===== src/cmds_pkg.sv =====
// ----------------------------------------------------------------------------
// cmds_pkg
// Shared widths, register indexes, reset values and beat types for the
// center-mean dark segmenter.
// ----------------------------------------------------------------------------
package cmds_pkg;

   localparam int CFG_W     = 12;
   localparam int PIX_W     = 8;
   localparam int SUM_W     = 24;
   localparam int CSR_IDX_W = 2;

   localparam int FIFO_DEPTH = 8;
   localparam int FIFO_AW    = $clog2(FIFO_DEPTH);
   localparam int FIFO_CW    = FIFO_AW + 1;

   // configuration register indexes
   localparam logic [CSR_IDX_W-1:0] CSR_FRAME_WIDTH  = 2'd0;
   localparam logic [CSR_IDX_W-1:0] CSR_FRAME_HEIGHT = 2'd1;
   localparam logic [CSR_IDX_W-1:0] CSR_UV_LIMIT     = 2'd2;

   localparam logic [CFG_W-1:0] FRAME_WIDTH_RST  = 12'd640;
   localparam logic [CFG_W-1:0] FRAME_HEIGHT_RST = 12'd480;
   localparam logic [PIX_W-1:0] UV_LIMIT_RST     = 8'd138;

   // opcodes
   localparam logic OP_MEASURE  = 1'b0;
   localparam logic OP_CLASSIFY = 1'b1;

   // pixel classes
   localparam logic CLASS_DARK  = 1'b0;
   localparam logic CLASS_UNDEF = 1'b1;

   // classify pixel traveling beside the mean computation
   typedef struct packed {
      logic             latch;
      logic [PIX_W-1:0] gray;
      logic [PIX_W-1:0] chroma;
   } cls_item_type;

   // one result beat
   typedef struct packed {
      logic             pixel_class;
      logic [PIX_W-1:0] mean_level;
   } rsp_beat_type;

endpackage


===== src/cmds_window_acc.sv =====
// ----------------------------------------------------------------------------
// cmds_window_acc
// Raster position counters and saturating window sum for measure pixels.
// ----------------------------------------------------------------------------
module cmds_window_acc
   import cmds_pkg::*;
#(
   parameter int HALF_WINDOW = 25,
   parameter int MAX_DIM     = 2048
) (
   input  logic             clock,
   input  logic             reset,
   input  logic [CFG_W-1:0] frame_width,
   input  logic [CFG_W-1:0] frame_height,
   input  logic             in_valid,
   input  logic             in_opcode,
   input  logic             in_first,
   input  logic [PIX_W-1:0] in_gray,
   output logic [SUM_W-1:0] window_sum,
   output logic             latch_mean
);

   localparam int POS_W = $clog2(MAX_DIM);
   localparam int BND_W = ((POS_W > CFG_W) ? POS_W : CFG_W) + 2;
   localparam logic [BND_W-1:0] HW_B  = BND_W'(HALF_WINDOW);
   localparam logic [BND_W-1:0] DIM_B = BND_W'(MAX_DIM);

   logic [BND_W-1:0] col_lo_ff, col_hi_ff, row_lo_ff, row_hi_ff;
   logic [BND_W-1:0] col_lo_in, col_hi_in, row_lo_in, row_hi_in;
   logic [BND_W-1:0] col_mid, row_mid;

   logic [POS_W-1:0] col_ff, col_in, row_ff, row_in;
   logic [SUM_W-1:0] sum_ff, sum_in;
   logic             last_meas_ff, last_meas_in;

   logic             meas;
   logic [POS_W-1:0] col_eff, row_eff;
   logic [BND_W-1:0] col_b, row_b, col_nxt, row_nxt;
   logic             in_win, wrap;
   logic [SUM_W-1:0] sum_base;
   logic [SUM_W:0]   sum_add;

   // window bounds follow the frame size
   always_comb begin
      col_mid   = BND_W'(frame_width >> 1);
      row_mid   = BND_W'(frame_height >> 1);
      col_lo_in = (col_mid >= HW_B) ? col_mid - HW_B : '0;
      row_lo_in = (row_mid >= HW_B) ? row_mid - HW_B : '0;
      col_hi_in = col_mid + HW_B;
      row_hi_in = row_mid + HW_B;
   end

   always_comb begin
      meas     = in_valid && (in_opcode == OP_MEASURE);
      col_eff  = in_first ? '0 : col_ff;
      row_eff  = in_first ? '0 : row_ff;
      col_b    = BND_W'(col_eff);
      row_b    = BND_W'(row_eff);
      in_win   = (row_b >= row_lo_ff) && (row_b < row_hi_ff) &&
                 (col_b >= col_lo_ff) && (col_b < col_hi_ff);
      sum_base = in_first ? '0 : sum_ff;
      sum_add  = {1'b0, sum_base} + (SUM_W+1)'(in_win ? in_gray : '0);
      col_nxt  = col_b + BND_W'(1);
      row_nxt  = row_b + BND_W'(1);
      wrap     = (col_nxt >= BND_W'(frame_width)) || (col_nxt >= DIM_B);

      sum_in       = sum_ff;
      col_in       = col_ff;
      row_in       = row_ff;
      last_meas_in = last_meas_ff;
      if (meas) begin
         sum_in = sum_add[SUM_W] ? '1 : sum_add[SUM_W-1:0];
         if (wrap) begin
            col_in = '0;
            row_in = (row_nxt < DIM_B) ? row_nxt[POS_W-1:0] : row_eff;
         end else begin
            col_in = col_nxt[POS_W-1:0];
            row_in = row_eff;
         end
      end
      if (in_valid) begin
         last_meas_in = meas;
      end
   end

   always_ff @(posedge clock) begin
      col_lo_ff <= col_lo_in;
      col_hi_ff <= col_hi_in;
      row_lo_ff <= row_lo_in;
      row_hi_ff <= row_hi_in;
      if (reset) begin
         sum_ff       <= '0;
         col_ff       <= '0;
         row_ff       <= '0;
         last_meas_ff <= 1'b0;
      end else begin
         sum_ff       <= sum_in;
         col_ff       <= col_in;
         row_ff       <= row_in;
         last_meas_ff <= last_meas_in;
      end
   end

   assign window_sum = sum_ff;
   assign latch_mean = in_first || last_meas_ff;

endmodule


===== src/cmds_mean_div.sv =====
// ----------------------------------------------------------------------------
// cmds_mean_div
// Four-stage rounded mean: reciprocal multiply, remainder correction,
// round half to even and saturate.
// ----------------------------------------------------------------------------
module cmds_mean_div
   import cmds_pkg::*;
#(
   parameter int HALF_WINDOW = 25
) (
   input  logic             clock,
   input  logic             reset,
   input  logic             in_valid,
   input  logic [SUM_W-1:0] in_sum,
   input  cls_item_type     in_item,
   output logic             out_valid,
   output logic [PIX_W-1:0] out_mean,
   output cls_item_type     out_item
);

   localparam int DIV_D_I = 4 * HALF_WINDOW * HALF_WINDOW;
   localparam int DIV_W   = $clog2(256 * DIV_D_I);
   localparam int Q_W     = PIX_W + 1;
   localparam int RECIP_I = (1 << DIV_W) / DIV_D_I;
   localparam logic [DIV_W-1:0] DIV_D   = DIV_W'(DIV_D_I);
   localparam logic [DIV_W-1:0] RECIP   = DIV_W'(RECIP_I);
   localparam logic [SUM_W-1:0] SAT_SUM = SUM_W'(256 * DIV_D_I);

   // stage A: sum snapshot
   logic             a_valid_ff;
   logic [SUM_W-1:0] a_sum_ff;
   cls_item_type     a_item_ff;

   // stage B: quotient estimate
   logic             b_valid_ff, b_big_ff, b_big_in;
   logic [DIV_W-1:0] b_s_ff, b_s_in;
   logic [Q_W-1:0]   b_q_ff, b_q_in;
   cls_item_type     b_item_ff;
   logic [2*DIV_W-1:0] prod;

   // stage C: corrected quotient and remainder
   logic             c_valid_ff, c_big_ff;
   logic [Q_W-1:0]   c_q_ff, c_q_in;
   logic [DIV_W-1:0] c_r_ff, c_r_in;
   cls_item_type     c_item_ff;
   logic [DIV_W-1:0] qd, rem;
   logic             corr;

   // stage D: rounded, saturated mean
   logic             d_valid_ff;
   logic [PIX_W-1:0] d_mean_ff, d_mean_in;
   cls_item_type     d_item_ff;
   logic [DIV_W:0]   r2, d2;
   logic             rnd;
   logic [Q_W-1:0]   q2;

   always_comb begin
      b_big_in = a_sum_ff >= SAT_SUM;
      b_s_in   = a_sum_ff[DIV_W-1:0];
      prod     = (2*DIV_W)'(b_s_in) * (2*DIV_W)'(RECIP);
      b_q_in   = prod[DIV_W+Q_W-1:DIV_W];
   end

   always_comb begin
      qd     = DIV_W'(b_q_ff) * DIV_D;
      rem    = b_s_ff - qd;
      corr   = rem >= DIV_D;
      c_q_in = b_q_ff + Q_W'(corr);
      c_r_in = corr ? rem - DIV_D : rem;
   end

   always_comb begin
      r2        = {c_r_ff, 1'b0};
      d2        = {1'b0, DIV_D};
      rnd       = (r2 > d2) || ((r2 == d2) && c_q_ff[0]);
      q2        = c_q_ff + Q_W'(rnd);
      d_mean_in = (c_big_ff || q2[PIX_W]) ? '1 : q2[PIX_W-1:0];
   end

   always_ff @(posedge clock) begin
      a_sum_ff  <= in_sum;
      a_item_ff <= in_item;
      b_big_ff  <= b_big_in;
      b_s_ff    <= b_s_in;
      b_q_ff    <= b_q_in;
      b_item_ff <= a_item_ff;
      c_big_ff  <= b_big_ff;
      c_q_ff    <= c_q_in;
      c_r_ff    <= c_r_in;
      c_item_ff <= b_item_ff;
      d_mean_ff <= d_mean_in;
      d_item_ff <= c_item_ff;
      if (reset) begin
         a_valid_ff <= 1'b0;
         b_valid_ff <= 1'b0;
         c_valid_ff <= 1'b0;
         d_valid_ff <= 1'b0;
      end else begin
         a_valid_ff <= in_valid;
         b_valid_ff <= a_valid_ff;
         c_valid_ff <= b_valid_ff;
         d_valid_ff <= c_valid_ff;
      end
   end

   assign out_valid = d_valid_ff;
   assign out_mean  = d_mean_ff;
   assign out_item  = d_item_ff;

endmodule


===== src/cmds_rsp_fifo.sv =====
// ----------------------------------------------------------------------------
// cmds_rsp_fifo
// Small result queue that decouples the pipeline from rsp_stall.
// ----------------------------------------------------------------------------
module cmds_rsp_fifo
   import cmds_pkg::*;
(
   input  logic         clock,
   input  logic         reset,
   input  logic         push,
   input  rsp_beat_type push_beat,
   input  logic         pop,
   output logic         out_valid,
   output rsp_beat_type out_beat
);

   rsp_beat_type       mem_ff [FIFO_DEPTH];
   logic [FIFO_CW-1:0] wr_ptr_ff, wr_ptr_in;
   logic [FIFO_CW-1:0] rd_ptr_ff, rd_ptr_in;

   always_comb begin
      out_valid = wr_ptr_ff != rd_ptr_ff;
      out_beat  = mem_ff[rd_ptr_ff[FIFO_AW-1:0]];
      wr_ptr_in = push ? wr_ptr_ff + FIFO_CW'(1) : wr_ptr_ff;
      rd_ptr_in = (pop && out_valid) ? rd_ptr_ff + FIFO_CW'(1) : rd_ptr_ff;
   end

   always_ff @(posedge clock) begin
      if (push) begin
         mem_ff[wr_ptr_ff[FIFO_AW-1:0]] <= push_beat;
      end
      if (reset) begin
         wr_ptr_ff <= '0;
         rd_ptr_ff <= '0;
      end else begin
         wr_ptr_ff <= wr_ptr_in;
         rd_ptr_ff <= rd_ptr_in;
      end
   end

endmodule


===== src/center_mean_dark_segmenter_top.sv =====
// A classify beat passes the input register, four divider stages and the queue to rsp_valid.
// Throughput: one beat per cycle on both passes while req_stall is low.
// req_stall rises when eight classify beats are in flight (pipeline plus result queue).
// Reset is synchronous: it clears counters, window sum, threshold and the queue, and restores
// frame_width 640, frame_height 480 and uv_limit 138. No beat is taken while reset is high.
// ----------------------------------------------------------------------------
// center_mean_dark_segmenter_top
// Two-pass segmenter: the measure pass sums gray over a centered window,
// the classify pass marks pixels dark against the rounded window mean and the chroma limit.
// ----------------------------------------------------------------------------
module center_mean_dark_segmenter_top
   import cmds_pkg::*;
#(
   parameter int HALF_WINDOW = 25,
   parameter int MAX_DIM     = 2048
) (
   input  logic                 clock,
   input  logic                 reset,
   // configuration port
   input  logic                 csr_write,
   input  logic [CSR_IDX_W-1:0] csr_index,
   input  logic [CFG_W-1:0]     csr_wdata,
   // input channel
   input  logic                 req_valid,
   output logic                 req_stall,
   input  logic                 req_opcode,
   input  logic                 req_first_of_pass,
   input  logic [PIX_W-1:0]     req_gray,
   input  logic [PIX_W-1:0]     req_chroma,
   // result channel
   output logic                 rsp_valid,
   input  logic                 rsp_stall,
   output logic                 rsp_pixel_class,
   output logic [PIX_W-1:0]     rsp_mean_level
);

   // configuration registers
   logic [CFG_W-1:0] frame_width_ff, frame_width_in;
   logic [CFG_W-1:0] frame_height_ff, frame_height_in;
   logic [PIX_W-1:0] uv_limit_ff, uv_limit_in;

   // input register stage
   logic             s0_valid_ff, s0_valid_in;
   logic             s0_op_ff, s0_first_ff;
   logic [PIX_W-1:0] s0_gray_ff, s0_chroma_ff;

   // in-flight classify beats, bounded by the result queue depth
   logic [FIFO_CW-1:0] inflight_ff, inflight_in;

   logic             req_take, rsp_take;
   logic [SUM_W-1:0] window_sum;
   logic             latch_mean;
   cls_item_type     cls_item;

   logic             m_valid;
   logic [PIX_W-1:0] m_mean;
   cls_item_type     m_item;

   logic [PIX_W-1:0] thr_ff, thr_in;
   logic [PIX_W-1:0] thr_use;
   rsp_beat_type     push_beat, out_beat;

   // hold the input while the queue could overflow or reset is active
   assign req_stall = reset || (inflight_ff == FIFO_CW'(FIFO_DEPTH));
   assign req_take  = req_valid && !req_stall;
   assign rsp_take  = rsp_valid && !rsp_stall;

   // configuration writes
   always_comb begin
      frame_width_in  = frame_width_ff;
      frame_height_in = frame_height_ff;
      uv_limit_in     = uv_limit_ff;
      if (csr_write) begin
         case (csr_index)
            CSR_FRAME_WIDTH:  frame_width_in  = csr_wdata;
            CSR_FRAME_HEIGHT: frame_height_in = csr_wdata;
            CSR_UV_LIMIT:     uv_limit_in     = csr_wdata[PIX_W-1:0];
            default:          ;
         endcase
      end
   end

   // count classify beats from acceptance until the result beat leaves
   always_comb begin
      inflight_in = inflight_ff;
      if (req_take && (req_opcode == OP_CLASSIFY) && !rsp_take) begin
         inflight_in = inflight_ff + FIFO_CW'(1);
      end else if (rsp_take && !(req_take && (req_opcode == OP_CLASSIFY))) begin
         inflight_in = inflight_ff - FIFO_CW'(1);
      end
   end

   assign s0_valid_in = req_take;

   always_ff @(posedge clock) begin
      if (req_take) begin
         s0_op_ff     <= req_opcode;
         s0_first_ff  <= req_first_of_pass;
         s0_gray_ff   <= req_gray;
         s0_chroma_ff <= req_chroma;
      end
      if (reset) begin
         frame_width_ff  <= FRAME_WIDTH_RST;
         frame_height_ff <= FRAME_HEIGHT_RST;
         uv_limit_ff     <= UV_LIMIT_RST;
         s0_valid_ff     <= 1'b0;
         inflight_ff     <= '0;
         thr_ff          <= '0;
      end else begin
         frame_width_ff  <= frame_width_in;
         frame_height_ff <= frame_height_in;
         uv_limit_ff     <= uv_limit_in;
         s0_valid_ff     <= s0_valid_in;
         inflight_ff     <= inflight_in;
         thr_ff          <= thr_in;
      end
   end

   // measure pass: position tracking and window sum
   cmds_window_acc #(
      .HALF_WINDOW (HALF_WINDOW),
      .MAX_DIM     (MAX_DIM)
   ) u_acc (
      .clock        (clock),
      .reset        (reset),
      .frame_width  (frame_width_ff),
      .frame_height (frame_height_ff),
      .in_valid     (s0_valid_ff),
      .in_opcode    (s0_op_ff),
      .in_first     (s0_first_ff),
      .in_gray      (s0_gray_ff),
      .window_sum   (window_sum),
      .latch_mean   (latch_mean)
   );

   // a classify beat latches a fresh mean at pass start or right after measuring
   always_comb begin
      cls_item.latch  = latch_mean;
      cls_item.gray   = s0_gray_ff;
      cls_item.chroma = s0_chroma_ff;
   end

   cmds_mean_div #(
      .HALF_WINDOW (HALF_WINDOW)
   ) u_div (
      .clock     (clock),
      .reset     (reset),
      .in_valid  (s0_valid_ff && (s0_op_ff == OP_CLASSIFY)),
      .in_sum    (window_sum),
      .in_item   (cls_item),
      .out_valid (m_valid),
      .out_mean  (m_mean),
      .out_item  (m_item)
   );

   // classify against the latched threshold; beats arrive in order
   always_comb begin
      thr_use = m_item.latch ? m_mean : thr_ff;
      thr_in  = m_valid ? thr_use : thr_ff;
      push_beat.pixel_class = ((m_item.gray < thr_use) && (m_item.chroma < uv_limit_ff))
                              ? CLASS_DARK : CLASS_UNDEF;
      push_beat.mean_level  = thr_use;
   end

   cmds_rsp_fifo u_fifo (
      .clock     (clock),
      .reset     (reset),
      .push      (m_valid),
      .push_beat (push_beat),
      .pop       (rsp_take),
      .out_valid (rsp_valid),
      .out_beat  (out_beat)
   );

   assign rsp_pixel_class = out_beat.pixel_class;
   assign rsp_mean_level  = out_beat.mean_level;

endmodule


===== config.mk =====
export PLATFORM = sky130hd
export DESIGN_NAME = center_mean_dark_segmenter_top
export DESIGN_NICKNAME = d
export VERILOG_FILES = /design/src/cmds_pkg.sv /design/src/cmds_window_acc.sv /design/src/cmds_mean_div.sv /design/src/cmds_rsp_fifo.sv /design/src/center_mean_dark_segmenter_top.sv
export SDC_FILE = /design/constraint.sdc
export NUM_CORES = 1
export LEC_CHECK = 0
export BUFFER_PORTS_ARGS = -buffer_cell sky130_fd_sc_hd__buf_2
export CAP_MARGIN = 20
export CORE_AREA = 2 2 207 209
export DETAILED_ROUTE_END_ITERATION = 16
export DIE_AREA = 0 0 209 211
export PLACE_DENSITY = 0.67
export SETUP_SLACK_MARGIN = 0.05
export SYNTH_ARGS = -nofsm -noshare
export SYNTH_HDL_FRONTEND = slang
export SYNTH_SLANG_ARGS = --single-unit

===== constraint.sdc =====
create_clock -name clock -period 6.8 [get_ports clock]
set_input_delay 1.02 -clock clock [delete_from_list [all_inputs] [get_ports clock]]
set_output_delay 1.02 -clock clock [all_outputs]
set_load 0.02 [all_outputs]

# == Word-level counts from Yosys, hierarchy flattened ==
# Memory sizes are Yosys's and may differ from the RTL's. A register that Yosys moved wholly into a read port is not among the register bits.
# Index checks and enable logic that the tools add are counted.
# W data, S select, Z words.
# word_totals
wordCells,126
ff_bits,338
inputBits,37
output_inout_bits,11
memories,1
mem_bits_rw,72
# memory_table
memory,words,width,read_ports,rd_ports_with_merged_regs,write_ports,line_no,text
u_fifo.mem_ff,8,9,1,1,1,cmds_rsp_fifo.sv:17,rsp_beat_type mem_ff [FIFO_DEPTH];
# classes
addsub,15
n_reduce_logical,27
eq_ne,5
n_lt_le_gt_ge,14
bitwise_logic,1
mux,17
multipliers,2
# ops
operator,count
$mux W11,5
$mux W24,2
$mul A20 B9 Y29 const B,1
$ge A11 B14 Y1,2
$lt A11 B14 Y1,2
$add A24 B25 Y25,1
$add A11 B1 Y12 const B,2
$add A11 B5 Y12 const B,2
$ge A24 B20 Y1 const B,1
$sub A11 B5 Y12 const B,2
$ge A11 B5 Y1 const B,2
$gt A21 B12 Y1 const B,1
$eq A20 B11 Y1 const B,1
$ge A20 B12 Y1 const B,1
$mux W20,1
$sub A20 B12 Y20 const B,1
$sub A20 B20 Y20,1
$add A9 B1 Y9,2
$mul A9 B10 Y18 const B,1
$lt A8 B8 Y1,2
$mux W8,2
$ge A14 B12 Y1,1
$ge A14 B12 Y1 const B,1
$lt A14 B12 Y1 const B,1
16 further kinds,43

# == Depth between registers and ports, before layout ==
# logic_depth
depth_word,9
depth_mapped,31
mapped_depth_nobuf,31

# == Modules after synthesis ==
# A second synthesis with hierarchy kept.
# hier_totals
hier_cells,2078
area_unflattened_um2,21602.0
# modules_own_cells
module,instances,cells_per_inst,area_each_um2,seq_area_each_um2
cmds_mean_div,1,880,9365.2,3283.1
cmds_window_acc,1,757,6211.0,1901.8
cmds_rsp_fifo,1,165,3309.4,2382.3
center_mean_dark_segmenter_top,1,276,2716.4,1441.4

# == Worst setup path after synthesis ==
# Ideal clock, no wire load.
# synth_timing
path_type,register -> register
from,register u_div.b_q_ff[1]
to,register u_div.c_q_ff[8]
arrival_ps,6014
setup_slack_ps,662
path_buffers,0
synth_period_minus_slack_ps,6138
setup_time_ps,124
stages_incl_launch_ff,29
required_time_ps,6676
path_cell_list,dfxtp_1 > inv_1 > fa_1 > inv_1 > ha_1 > ha_1 > fa_1 > inv_1 > fa_1 > nor2b_1 > o21ai_0 > a21boi_0 > o21ai_0 > a21oi_1 > nand2b_1 > ha_1 > nand3_1 > nor2_1 > or3_1 > o221a_2 > o41ai_1 > xnor2_1 > and4bb_4 > nand2_2 > ha_1 > nand2_1 > nor3_1 > nand3_1 > xnor2_1
# synth_via
elab_chain_len,4
# synth_lines
item,line_no,text
from (decl),cmds_mean_div.sv:37,"logic [Q_W-1:0] b_q_ff, b_q_in;"
from (signal assigned),cmds_mean_div.sv:85,b_q_ff <= b_q_in;
$mul A9 B10 Y18,cmds_mean_div.sv:65,qd = DIV_W'(b_q_ff) * DIV_D;
$sub A20 B20 Y20,cmds_mean_div.sv:66,rem = b_s_ff - qd;
$ge A20 B12 Y1,cmds_mean_div.sv:67,corr = rem >= DIV_D;
$add A9 B1 Y9 (*),cmds_mean_div.sv:68,c_q_in = b_q_ff + Q_W'(corr);
named net u_div.c_q_in[8],cmds_mean_div.sv:43,"logic [Q_W-1:0] c_q_ff, c_q_in;"
to (signal assigned),cmds_mean_div.sv:88,c_q_ff <= c_q_in;
to (decl),cmds_mean_div.sv:43,
# Mark *: on every way through the listed nets, which the timed path passes. The rest lies on a longest branch.
# A chain may end at the register's enable or synchronous reset.

# == Worst setup path in the final report ==
# layout_timing
from,register u_div.b_q_ff[2]
to,register u_div.c_q_ff[7]
# Same word-level chain as after synthesis.

==> flow_summary.ini <==
[routing]
drtPass1Iterations = 5
num_vias = 14407
routed_via_density = 5.366
drc = 0
ant_nets = 0
wl_per_cell_um = 15.86
drtIter0Drc = 816
wl_um = 42590

[floorplanning]
die-area_sq_mm = 0.04410
die_h_um = 211
row_count = 75
ios = 48
start_util = 0.5073
fp.dieW_um = 209
core_sq_mm = 0.04176

[timing]
max_freq_mhz = 156.8
grt_setup_unrepaired = false
period_needed_ns = 6.378
slew_headroom = 0.3213
worst_pin_slew_ns = 1.014
finClkSkew_ns = 0.02445
finalCritPeriodShare = 0.9380
drv_slew = 0
hold_viol = 0
setup_violations = 0
finalSetupTns_ns = 0
setup_slack_ns = 0.4216

[power_and_ir_drop]
powerDensity_mw_per_mm2 = 238.6
vdd_ir_drop_max_uv = 196.5
leakage_nw = 10.77

[synth]
synthMuxAreaShare = 0.03296
yosysTopAreaCell = dfxtp_1
synth_flop_cell = dfxtp_1
synth_top_cell_area_share = 0.2967
synth_xor_area_frac = 0.04548
synth_cells = 2056
yosys.area_share.adder = 0.2070
synth_warnings = 0
synth.area.top_cells = dfxtp_1 (30%), ha_1 (15%), edfxtp_1 (13%)
yosysMostFrequentCell = dfxtp_1
synth_top_family_by_area = adder cells
avgSynthCellArea_sq_um = 10.30
synth_edf_count = 90
synth_nets = 2405
synth.distinct_cells = 81
ys_ff_latch = 404
synth_area_sq_mm = 0.02118
ys_seq_area_frac = 0.4243
synthArstFlopShare = 0
synth-simple-area-share = 0.1255
synth_compound_area_frac = 0.1091
yosys-top-cells-count = dfxtp_1 (314), inv_1 (252), ha_1 (248), nor2_1 (137), nand2_1 (127)

[clock_tree]
hold_buffers = 0
cts_tree = yes
numCtsBuffers = 42
clk_path_buf_depth = 3
clkTransAtPathRegs_ns = 0.06
clk_latency_ns = 0.56
cts_root_buf = clkbuf_16
htreeDepth = 2
clock_sinks = 404

[critical_path]
worstSetupEndpointType = flop
critPathSlowestCell = fa_1
required_ns = 7.29
worst-path-stages = 27
cp_max_fo = 7
critical_path_class = reg2reg
path_buf_inv = 4
crit_arrival_ns = 6.86
cp-start-kind = flop
r2r_cells = 27
crit_family = adder cells
cpPeakStageDelay_ns = 0.55

[place]
port_buffers = 47
post-place-ws_ns = 0.1116
hpwlAfterDp_um = 32070
dpl-instance-area_sq_mm = 0.02201
routabilityCongestion = 0.8617

[global_route]
grt_pass1_vias = 14619
gr-total-overflow = 0
grt_max_degree = 70
grt_usage = 0.1991
antenna_found_initial = 0
grt_pass1_wl_um = 71240

[worst_hold_path]
min_path_type = reg2reg
holdPathStages = 0

[job]
cap_violations = 0

[finish]
n_antenna_cell = 0
synthToLayoutAreaGrowth_pct = 10.87
drive_above_1_share = 0.09273
stdcell_area_sq_mm = 0.02349
final_nets = 2464
utilization = 0.5625

[run_status]
status = completed
-- sequential cells by signal (all words and copies together), names as in the netlist, 11 cells and up, named ones only --
name              count
frame_height_ff      11
frame_width_ff       12
u_acc.col_ff         11
u_acc.col_hi_ff      12
u_acc.col_lo_ff      12
u_acc.row_ff         11
u_acc.row_hi_ff      12
u_acc.row_lo_ff      12
u_acc.window_sum     24
u_div.a_item_ff      17
u_div.a_sum_ff       24
u_div.b_item_ff      17
u_div.b_s_ff         20
u_div.c_item_ff      17
u_div.c_r_ff         20
u_div.out_item       17
u_fifo.mem_ff        72
-- path summary, 6_finish.rpt --
kind                              startpoint  slack (ns)                        end
setup / recovery     u_div.b_q_ff[2]$_DFF_P_        0.42    u_div.c_q_ff[7]$_DFF_P_
hold / removal    u_div.c_item_ff[0]$_DFF_P_        0.32  u_div.out_item[0]$_DFF_P_
setup reg to reg     u_div.b_q_ff[2]$_DFF_P_        0.42    u_div.c_q_ff[7]$_DFF_P_
hold reg to reg   u_div.c_item_ff[0]$_DFF_P_        0.32  u_div.out_item[0]$_DFF_P_
-- timing repair --
item,CTS,global route
gates resized for setup,0,5
setup endpoints to repair,0,8
setup buffers,0,4
-- through the flow --
step / power (mW) / hold slack [ns] / instances
global placement: 3.354 / 0.3095 / 2601
finish: 5.603 / 0.3215 / 2685
detailed placement: 3.375 / 0.3121 / 2602
CTS: 5.653 / 0.3229 / 2677
global route: 5.858 / 0.3277 / 2685
floorplan: 3.193 / 0.3096 / 2056
-- layout make-up --
class / count / area, sq um
fill: 3593 / 18270
sequential: 404 / 8990
tap: 539 / 674.4
timing repair buffer: 73 / 446.7
multi-input combinational: 1342 / 11050
inverter: 252 / 945.9
clock buffer: 56 / 1165
clock inverter: 19 / 211.5
-- cell families (layout without fill, tap and decap cells) --
kind of cell / count (synthesis) / after routing
AOI/OAI and AO/OA: 346 / 346
xor gates and xnor gates: 110 / 110
adders and majority gates: 312 / 312
buffers and inverters: 310 / 400
DFF: 404 / 404
muxes: 46 / 46
and+or+nand+nor: 528 / 528
-- routing by layer --
metal / GRT usage / part of all wire / vias to the layer above
li1: - / - / 7212
met1: 0.2498 / 0.45 / 6866
met2: 0.3494 / 0.49 / 251
met3: 0.02959 / 0.041 / 78
met4: 0.07217 / 0.028 / 0
met5: 0 / 0 / -
-- report_power, final --
group	switching, mW	internal (mW)	leakage, nW
registers	0.0592	2.58	3.41
clock network	0.947	1.33	0.665
logic	0.406	0.286	6.70
-- cells in the final DEF, fill, tap and decap left out, drive strengths merged, types with 10 or more instances in the layout --
cell type  netlist  final
buf             13     71
nor3            32     32
nor2           137    137
nand2b          30     30
fa              64     64
or2             10     10
o21a            17     17
mux2i           18     18
a21o            35     35
mux4            18     18
o31ai           10     10
a31oi           14     14
a21oi           92     92
nand4           14     14
xnor2           62     62
dfxtp          314    314
clkinv           0     10
ha             248    248
nand2          128    128
xor2            48     48
edfxtp          90     90
nor2b           46     46
and3            26     26
a211oi          38     38
clkbuf          45     57
o21ai           65     65
mux2            10     10
and4            11     11
inv            252    255
nand3           40     40
Power figures use the tool's default switching activity.
